$ cat src/rtl/tspt_pkg.sv
// Shared types, constants and handshake structs for the timed setpoint profile table.
package tspt_pkg;

	// Default number of profile segments.
	localparam int DEPTH_DEF = 16;

	// Field widths fixed by the item format.
	localparam int KIND_W = 3;
	localparam int LEN_W  = 16;
	localparam int TIME_W = 20;
	localparam int SP_W   = 16;

	// Largest total duration that the total register holds.
	localparam logic [TIME_W-1:0] TOTAL_MAX = {TIME_W{1'b1}};

	// Setpoint answer for a get that finds no segment.
	localparam logic signed [SP_W-1:0] SP_NONE = -16'sd1;

	// Operation codes.
	typedef enum logic [KIND_W-1:0] {
		KIND_APPEND   = 3'd0,
		KIND_GET      = 3'd1,
		KIND_SET      = 3'd2,
		KIND_ADD      = 3'd3,
		KIND_TIMELEFT = 3'd4
	} kind_t;

	// Commands from the controller to the datapath.
	typedef struct packed {
		logic load;   // capture the input transaction, clear the search
		logic exec;   // finish append, time left or unknown kind
		logic fetch;  // read the segment at the search index
		logic step;   // advance the search to the next segment
		logic found;  // active segment found at the search index
		logic miss;   // no active segment
	} tspt_cmd_t;

	// Status from the datapath to the controller.
	typedef struct packed {
		logic [KIND_W-1:0] kind;
		logic              empty;
		logic              hit;
		logic              last;
	} tspt_stat_t;

endpackage

$ cat src/rtl/timed_setpoint_profile_table_core.sv
// Top level of the timed setpoint profile table: controller and datapath.
//
// Usage: one input transaction on in_valid/in_ready carries kind, segment_length,
// elapsed_time and setpoint_value; exactly one result transaction on
// out_valid/out_ready carries ok, setpoint_out and remaining_time.
// The block handles one transaction at a time. in_ready is high only while
// the block is idle; it drops at acceptance and rises again after the result
// has been taken.
// Sequence: append, time left and unknown kinds go from decode straight to the
// result. Get, set and add delta walk the segment table through registered reads
// of the segment memories, with a fetch and a check state per segment examined;
// a lookup examines at most DEPTH segments.
// An empty table answers a lookup from decode, without a walk.
// A new transaction is accepted only after the result of the last one has been
// taken, as the controller returns to idle then.
// Reset clears the segment count and the total duration; the segment memories
// are not cleared and are read only below the count.
// When the receiver stalls, the result stays on the outputs, unchanged, and no
// new input is accepted until it is taken.
module timed_setpoint_profile_table_core #(
	parameter int DEPTH = tspt_pkg::DEPTH_DEF
) (
	input  logic                             clk,
	input  logic                             arst_n,
	input  logic                             in_valid,
	output logic                             in_ready,
	input  logic [tspt_pkg::KIND_W-1:0]      kind,
	input  logic [tspt_pkg::LEN_W-1:0]       segment_length,
	input  logic [tspt_pkg::TIME_W-1:0]      elapsed_time,
	input  logic signed [tspt_pkg::SP_W-1:0] setpoint_value,
	output logic                             out_valid,
	input  logic                             out_ready,
	output logic                             ok,
	output logic signed [tspt_pkg::SP_W-1:0] setpoint_out,
	output logic [tspt_pkg::TIME_W-1:0]      remaining_time
);
	import tspt_pkg::*;

	tspt_cmd_t  cmd;
	tspt_stat_t stat;

	// Sequencer for decode, table walk and result handshake.
	tspt_ctrl u_ctrl (
		.clk       (clk),
		.arst_n    (arst_n),
		.in_valid  (in_valid),
		.in_ready  (in_ready),
		.out_valid (out_valid),
		.out_ready (out_ready),
		.stat      (stat),
		.cmd       (cmd)
	);

	// Segment storage, arithmetic and result registers.
	tspt_dp #(
		.DEPTH (DEPTH)
	) u_dp (
		.clk            (clk),
		.arst_n         (arst_n),
		.kind           (kind),
		.segment_length (segment_length),
		.elapsed_time   (elapsed_time),
		.setpoint_value (setpoint_value),
		.cmd            (cmd),
		.stat           (stat),
		.ok             (ok),
		.setpoint_out   (setpoint_out),
		.remaining_time (remaining_time)
	);

endmodule

$ cat src/rtl/tspt_ctrl.sv
// Controller state machine for the timed setpoint profile table.
module tspt_ctrl (
	input  logic                 clk,
	input  logic                 arst_n,
	input  logic                 in_valid,
	output logic                 in_ready,
	output logic                 out_valid,
	input  logic                 out_ready,
	input  tspt_pkg::tspt_stat_t stat,
	output tspt_pkg::tspt_cmd_t  cmd
);
	import tspt_pkg::*;

	typedef enum logic [4:0] {
		ST_IDLE   = 5'b00001,
		ST_DECODE = 5'b00010,
		ST_FETCH  = 5'b00100,
		ST_CHECK  = 5'b01000,
		ST_RESULT = 5'b10000
	} state_t;

	state_t state_q;
	state_t state_d;
	logic   lookup;

	// Lookup kinds walk the table; the others go from decode straight to the result.
	always_comb begin
		case (stat.kind)
			KIND_GET, KIND_SET, KIND_ADD: lookup = 1'b1;
			default:                      lookup = 1'b0;
		endcase
	end

	// Next state and commands.
	always_comb begin
		state_d = state_q;
		cmd     = '0;
		case (state_q)
			ST_IDLE: begin
				if (in_valid) begin
					cmd.load = 1'b1;
					state_d  = ST_DECODE;
				end
			end
			ST_DECODE: begin
				if (!lookup) begin
					cmd.exec = 1'b1;
					state_d  = ST_RESULT;
				end else if (stat.empty) begin
					cmd.miss = 1'b1;
					state_d  = ST_RESULT;
				end else begin
					state_d = ST_FETCH;
				end
			end
			ST_FETCH: begin
				cmd.fetch = 1'b1;
				state_d   = ST_CHECK;
			end
			ST_CHECK: begin
				if (stat.hit) begin
					cmd.found = 1'b1;
					state_d   = ST_RESULT;
				end else if (stat.last) begin
					cmd.miss = 1'b1;
					state_d  = ST_RESULT;
				end else begin
					cmd.step = 1'b1;
					state_d  = ST_FETCH;
				end
			end
			ST_RESULT: begin
				if (out_ready) begin
					state_d = ST_IDLE;
				end
			end
			default: begin
				state_d = ST_IDLE;
			end
		endcase
	end

	// State register.
	always_ff @(posedge clk or negedge arst_n) begin
		if (!arst_n) begin
			state_q <= ST_IDLE;
		end else begin
			state_q <= state_d;
		end
	end

	assign in_ready  = (state_q == ST_IDLE);
	assign out_valid = (state_q == ST_RESULT);

endmodule

$ cat src/rtl/tspt_dp.sv
// Datapath of the timed setpoint profile table: segment memories, totals and result registers.
module tspt_dp #(
	parameter int DEPTH = tspt_pkg::DEPTH_DEF
) (
	input  logic                               clk,
	input  logic                               arst_n,
	input  logic [tspt_pkg::KIND_W-1:0]        kind,
	input  logic [tspt_pkg::LEN_W-1:0]         segment_length,
	input  logic [tspt_pkg::TIME_W-1:0]        elapsed_time,
	input  logic signed [tspt_pkg::SP_W-1:0]   setpoint_value,
	input  tspt_pkg::tspt_cmd_t                cmd,
	output tspt_pkg::tspt_stat_t               stat,
	output logic                               ok,
	output logic signed [tspt_pkg::SP_W-1:0]   setpoint_out,
	output logic [tspt_pkg::TIME_W-1:0]        remaining_time
);
	import tspt_pkg::*;

	localparam int IDX_W = (DEPTH > 1) ? $clog2(DEPTH) : 1;
	localparam int CNT_W = $clog2(DEPTH + 1);
	localparam int END_W = LEN_W + CNT_W;
	localparam int CMP_W = (END_W > TIME_W) ? END_W : TIME_W;
	localparam logic [CNT_W-1:0] DEPTH_C = CNT_W'(DEPTH);

	// Segment memories.
	logic [LEN_W-1:0]       dur_mem [DEPTH];
	logic signed [SP_W-1:0] sp_mem  [DEPTH];

	// Captured transaction.
	kind_t                  kind_q;
	logic [LEN_W-1:0]       seglen_q;
	logic [TIME_W-1:0]      elapsed_q;
	logic signed [SP_W-1:0] value_q;

	// Profile state and search state.
	logic [CNT_W-1:0]       count_q;
	logic [TIME_W-1:0]      total_q;
	logic [IDX_W-1:0]       idx_q;
	logic [END_W-1:0]       end_q;
	logic [LEN_W-1:0]       dur_rd_q;
	logic signed [SP_W-1:0] sp_rd_q;

	logic                   full;
	logic                   do_append;
	logic [END_W-1:0]       end_next;
	logic [TIME_W:0]        total_sum;
	logic [TIME_W-1:0]      total_next;
	logic [TIME_W-1:0]      time_left;
	logic signed [SP_W:0]   sp_sum;
	logic signed [SP_W-1:0] sp_sat;
	logic                   sp_we;
	logic [IDX_W-1:0]       sp_waddr;
	logic signed [SP_W-1:0] sp_wdata;

	assign full      = (count_q == DEPTH_C);
	assign do_append = cmd.exec && (kind_q == KIND_APPEND) && !full;

	// Running cumulative end and the strict compare against elapsed time.
	assign end_next   = end_q + END_W'(dur_rd_q);
	assign stat.kind  = kind_q;
	assign stat.empty = (count_q == '0);
	assign stat.hit   = CMP_W'(end_next) > CMP_W'(elapsed_q);
	assign stat.last  = (CNT_W'(idx_q) + CNT_W'(1)) == count_q;

	// Saturating total for append and floored difference for time left.
	assign total_sum  = {1'b0, total_q} + (TIME_W + 1)'(seglen_q);
	assign total_next = total_sum[TIME_W] ? TOTAL_MAX : total_sum[TIME_W-1:0];
	assign time_left  = (elapsed_q > total_q) ? '0 : total_q - elapsed_q;

	// Signed delta added to the found setpoint, clamped to 16 bits.
	always_comb begin
		sp_sum = {sp_rd_q[SP_W-1], sp_rd_q} + {value_q[SP_W-1], value_q};
		if (sp_sum[SP_W] != sp_sum[SP_W-1]) begin
			sp_sat = sp_sum[SP_W] ? {1'b1, {(SP_W-1){1'b0}}} : {1'b0, {(SP_W-1){1'b1}}};
		end else begin
			sp_sat = sp_sum[SP_W-1:0];
		end
	end

	// Setpoint write port: append, set or add delta.
	always_comb begin
		sp_we    = 1'b0;
		sp_waddr = idx_q;
		sp_wdata = value_q;
		if (do_append) begin
			sp_we    = 1'b1;
			sp_waddr = count_q[IDX_W-1:0];
		end else if (cmd.found && (kind_q == KIND_SET)) begin
			sp_we = 1'b1;
		end else if (cmd.found && (kind_q == KIND_ADD)) begin
			sp_we    = 1'b1;
			sp_wdata = sp_sat;
		end
	end

	// Duration memory: written on append, read at the search index.
	always_ff @(posedge clk) begin
		if (do_append) begin
			dur_mem[count_q[IDX_W-1:0]] <= seglen_q;
		end
		if (cmd.fetch) begin
			dur_rd_q <= dur_mem[idx_q];
		end
	end

	// Setpoint memory: one write port, one registered read port.
	always_ff @(posedge clk) begin
		if (sp_we) begin
			sp_mem[sp_waddr] <= sp_wdata;
		end
		if (cmd.fetch) begin
			sp_rd_q <= sp_mem[idx_q];
		end
	end

	// Captured transaction fields.
	always_ff @(posedge clk) begin
		if (cmd.load) begin
			kind_q    <= kind_t'(kind);
			seglen_q  <= segment_length;
			elapsed_q <= elapsed_time;
			value_q   <= setpoint_value;
		end
	end

	// Search index and running end.
	always_ff @(posedge clk) begin
		if (cmd.load) begin
			idx_q <= '0;
			end_q <= '0;
		end else if (cmd.step) begin
			idx_q <= idx_q + IDX_W'(1);
			end_q <= end_next;
		end
	end

	// Segment count and total duration.
	always_ff @(posedge clk or negedge arst_n) begin
		if (!arst_n) begin
			count_q <= '0;
			total_q <= '0;
		end else if (do_append) begin
			count_q <= count_q + CNT_W'(1);
			total_q <= total_next;
		end
	end

	// Result registers.
	always_ff @(posedge clk) begin
		if (cmd.exec) begin
			setpoint_out <= '0;
			case (kind_q)
				KIND_APPEND: begin
					ok             <= !full;
					remaining_time <= '0;
				end
				KIND_TIMELEFT: begin
					ok             <= 1'b1;
					remaining_time <= time_left;
				end
				default: begin
					ok             <= 1'b0;
					remaining_time <= '0;
				end
			endcase
		end else if (cmd.found) begin
			ok             <= 1'b1;
			setpoint_out   <= (kind_q == KIND_GET) ? sp_rd_q : '0;
			remaining_time <= '0;
		end else if (cmd.miss) begin
			ok             <= 1'b0;
			setpoint_out   <= (kind_q == KIND_GET) ? SP_NONE : '0;
			remaining_time <= '0;
		end
	end

endmodule
$ cat config.mk
export PLATFORM = sky130hd
export DESIGN_NAME = timed_setpoint_profile_table_core
export DESIGN_NICKNAME = d
export VERILOG_FILES = /design/src/rtl/tspt_pkg.sv /design/src/rtl/timed_setpoint_profile_table_core.sv /design/src/rtl/tspt_ctrl.sv /design/src/rtl/tspt_dp.sv
export SDC_FILE = /design/constraint.sdc
export NUM_CORES = 1
export LEC_CHECK = 0
export BUFFER_PORTS_ARGS = -buffer_cell sky130_fd_sc_hd__buf_4
export CAP_MARGIN = 20
export CORE_MARGIN = 1
export CORE_UTILIZATION = 50
export DETAILED_ROUTE_END_ITERATION = 8
export PLACE_DENSITY_LB_ADDON = 0.05
export SLEW_MARGIN = 20
export SYNTH_ARGS = -nofsm -noshare
export SYNTH_HDL_FRONTEND = slang
export SYNTH_HIERARCHICAL = 1
export SYNTH_SLANG_ARGS = --single-unit
$ cat constraint.sdc
create_clock -name clk -period 12.2 [get_ports clk]
set_input_delay 0.61 -clock clk [delete_from_list [all_inputs] [get_ports clk]]
set_output_delay 0.61 -clock clk [all_outputs]
set_load 0.02 [all_outputs]
==> summary.md <==
| Metric | Value |
|---|---|
| Status | finished, final reports clean |
| Global Route Usage Sum | between 20% and 30% |
| First-pass DRT Iterations | 8 |
| WHS | ~160 ps |
| Post-layout util | 57.9% |
| Clk sinks | 691 |
| Final-layout fill cell count | 4532 |
| CTS Root Cell | clkbuf_16 |
| H-tree lvl count | 3 |
| Post-synthesis register bit count | 691 |
| Most common cell after layout, fill and taps aside | edfxtp_1 |
| Cts hold-fix bufs | 1 |
| Commonest cells after routing, fill and taps aside | 620 x edfxtp_1, 160 x mux4_2, 146 x buf_4 |
| Crit. End Element | flip-flop |
| Flop pwr share | 48.0% |
| Max-slew headroom | 23.5% |
| Worst Skew | 31.7 ps |
| DIE AREA | slightly above 60000 um2 |
| Number of CTS-inserted buffers | 75 |
| Routed vias | 16700 |
| Count of final max-slew check failures | 0 |
| Core Region | 59000 um2 |
| Mapped Area | 29900 um2 |
| Gate power share | approximately 16% |
| CP peak stage delay | 630 ps |
| Post-synthesis cell type count | 88 |
| Worst path bufs/invs | 3 |
| Min-Delay Path Class | in2reg |
| Max Cap Violations | 0 |
| Later-pin clock latency in the skew report | roughly 630 ps |
| Reg2Reg Launch Point | u_dp/dur_rd_q[0] |
| CP delay by family, top | compound AO/OA/AOI/OAI gates |
| Internal | ~4.4 mW |
| Most used cell, CP | o21ai_0 |
| Net Sw Frac | 27.2% |
| TritonCTS clock tree | built |
| Multi-input logic area | ~9300 um2 |
| Initial Utilization | 50.7% |
| Synth Net Count | 1947 |
| Vias in the first global route | 16300 |
| FP Rows | a little under 90 |
| Crit share post-route | 58.0% |
| Final hold vios | 0 |
| Crit path time final | 7080 ps |
| R2R Setup Slk | 5120 ps |
| DIE WIDTH | 247 um |
| Reg clk slew, reported paths | 60 ps |
| Least-Margin Pin Slew | around 1100 ps |
| Number of gates resized after cts | 0 |
| Cells after Synth | 1791 |
| Synth Flop Type | edfxtp_1 |
| Port bufs | 97 |
| WL/cell | 24.9 um |
| EDFF count, synth | 620 |
| VDD IR max | 0.000157 V |
| CP startpoint kind | flip-flop |
| Largest net degree at the start of global routing | 113 |
| Post-synth ARST share | 4.34% |
| Final setup vio count | 0 |
| Min-delay src | setpoint_value[14] |
| Sequential cell area | 20200 um2 |
| Worst endpoint required time | 12650 ps |
| Nets@finish | 2104 |
| YS warnings | 6 |
| Iter 0 DRT Violations | between 1000 and 1500 |
| Gp weighted congestion | a little under 0.9 |
| Crit path from | u_dp/dur_rd_q[0] |
| Power share of the clock group | 35.9% |
| Worst path slowest cell | o211ai_1 |
| # IOs | 98 |
| Vias per cell | 6.01 |
| Leak Pwr | 11.7 nW |
| Gr ovfl total | 0 |
| Area grow syn2layout | 14.3% |
| CP Data Arrival Time | roughly 7500 ps |
| Initial antenna violation count | 2 |
| TNS Setup | 0 ps |
| Net load switching power | 1.65 mW |
| Critical path fanouts, max | 18 |
| RSZ-0062 raised after global routing | no |
| Syn avg cell area | approximately 17 um2 |
| Die H | 247 um |
| Layout cells sized above 1 | approximately a quarter |
| Final WL | 69.1 mm |
| Post-DP HPWL | about 42 mm |
| Power Dens Cells | 178 nW/um2 |
| FMAX | 141 MHz |
| Post-synthesis sequential area ratio | 67.5% |
| Post-CTS Setup Bufs | 0 |
| Post-DRT Antenna Nets | 0 |
| Crit Path Class | reg2reg |
| DRC viols | 0 |
| First-pass GRT wire length | 103 mm |
| Largest buffer count on any clock path | 3 |
[power groups by stage]
stage / registers [mW] / clock network [mW] / logic (mW)
2_1_floorplan: 2.94 / 0 / 0.656
3_3_place_gp: 2.97 / 0 / 0.946
3_5_place_dp: 2.97 / 0 / 0.963
4_1_cts: 2.92 / 2.23 / 0.969
5_1_grt: 2.94 / 2.31 / 1.08
6_report: 2.92 / 2.18 / 0.977
[worst register-to-register path: stages (launching register included)]
cell and delay, ps:
edfxtp_1 370, ha_1 210, inv_1 70, fa_1 200
nor2b_1 50, o21ai_0 230, a21boi_0 210, o31a_2 340
o221a_2 240, o21ai_0 270, nor2b_1 210, xnor2_1 90
ha_1 310, a21o_1 120, a21o_1 110, a21oi_1 80
o2111ai_1 110, a21oi_1 60, a21oi_1 130, o21ai_0 130
o21ai_0 380, and2_2 360, clkinv_1 450, nor3b_1 560
and2_1 450, o21ai_2 230, o211ai_1 640, clkbuf_2 310
[cell usage after synthesis (all sizes together) (4+ instances only)]
| master | instances | area share [%] |
|---|---|---|
| ha | 93 | 3.9 |
| a21boi | 4 | 0.10 |
| o22ai | 5 | 0.10 |
| o31ai | 7 | 0.24 |
| a22oi | 5 | 0.19 |
| nand3 | 20 | 0.33 |
| or4 | 5 | 0.13 |
| a21o | 25 | 0.63 |
| and2 | 24 | 0.51 |
| xor2 | 22 | 0.64 |
| o21a | 16 | 0.40 |
| mux2i | 12 | 0.40 |
| nor3 | 17 | 0.28 |
| nor4b | 7 | 0.20 |
| inv | 54 | 0.68 |
| clkbuf | 46 | 0.58 |
| or3 | 4 | 0.12 |
| a31oi | 24 | 0.50 |
| dfrtp | 29 | 2.4 |
| nand2b | 10 | 0.21 |
| nor2 | 124 | 1.6 |
| edfxtp | 620 | 62 |
| a211oi | 9 | 0.23 |
| a2111oi | 4 | 0.12 |
| nor2b | 17 | 0.38 |
| xnor2 | 44 | 1.3 |
| nand2 | 73 | 0.92 |
| and3 | 9 | 0.19 |
| fa | 4 | 0.27 |
| buf | 23 | 0.36 |
| o31a | 7 | 0.21 |
| nand4 | 12 | 0.25 |
| a21oi | 70 | 1.2 |
| o21ai | 72 | 1.2 |
| nor3b | 10 | 0.34 |
| nor4 | 6 | 0.13 |
| dfxtp | 41 | 2.7 |
| o211ai | 7 | 0.19 |
| mux4 | 160 | 12 |
[stage by stage]
step / area [um2] / cells / worst slack (ps) / power, mW
6_report: 34200 / 2777 / 5120 / 6.08
5_1_grt: 34200 / 2776 / 4500 / 6.33
4_1_cts: 34200 / 2775 / 4950 / 6.12
3_5_place_dp: 31800 / 2642 / 4980 / 3.93
3_3_place_gp: 31800 / 2642 / 5320 / 3.91
2_1_floorplan: 29900 / 1791 / 6740 / 3.60
[flip-flops by register name, summed over array words and instances (netlist names)]
register,count
u_dp/remaining_time,20
u_dp/count_q,5
u_dp/dur_rd_q,16
u_dp/value_q,16
u_dp/setpoint_out,16
u_dp/kind_q,3
u_dp/ok,1
u_dp/idx_q,4
u_dp/dur_mem,256
u_dp/elapsed_q,20
u_dp/total_q,20
u_ctrl/state_q,5
u_dp/sp_rd_q,16
u_dp/seglen_q,16
u_dp/sp_mem,256
u_dp/end_q,21
[cell families after synthesis]
family	Yosys count	synth area share [%]
AO/OA/AOI/OAI	288	6.36
AND/OR/NAND/NOR	350	5.86
buffers and inverters	124	1.63
flip-flops	691	67.5
multiplexers	175	12.6
XOR/XNOR	66	1.96
adder cells (fa/ha/maj)	97	4.16
[final cells by class]
class	instances	share of cell area (%)
antenna	1	0.00732
clock buffer	90	5.84
clock inverter	42	1.07
inverter	55	0.604
multi-input combinational	976	27.3
sequential	691	59.1
tap	773	2.83
timing repair buffer	149	3.31
[per-layer routing]
layer | share of wire [%] | track usage [%]
met3 | 6.1 | 3.61
met2 | 46 | 35.2
met5 | 0 | 0
met4 | 1.8 | 5.68
met1 | 47 | 35.3
[worst paths after layout]
kind,to,cells after the start
min in group asynchronous,u_dp/total_q[13],2
max in group asynchronous,u_ctrl/state_q[3],2
worst min register to register,u_dp/setpoint_out[11],2
worst max register to register,u_dp/sp_mem[10][11],27
worst min-delay path,u_dp/value_q[14],1
worst max-delay path,u_dp/sp_mem[10][11],27
(Power assumes the default switching activity.)
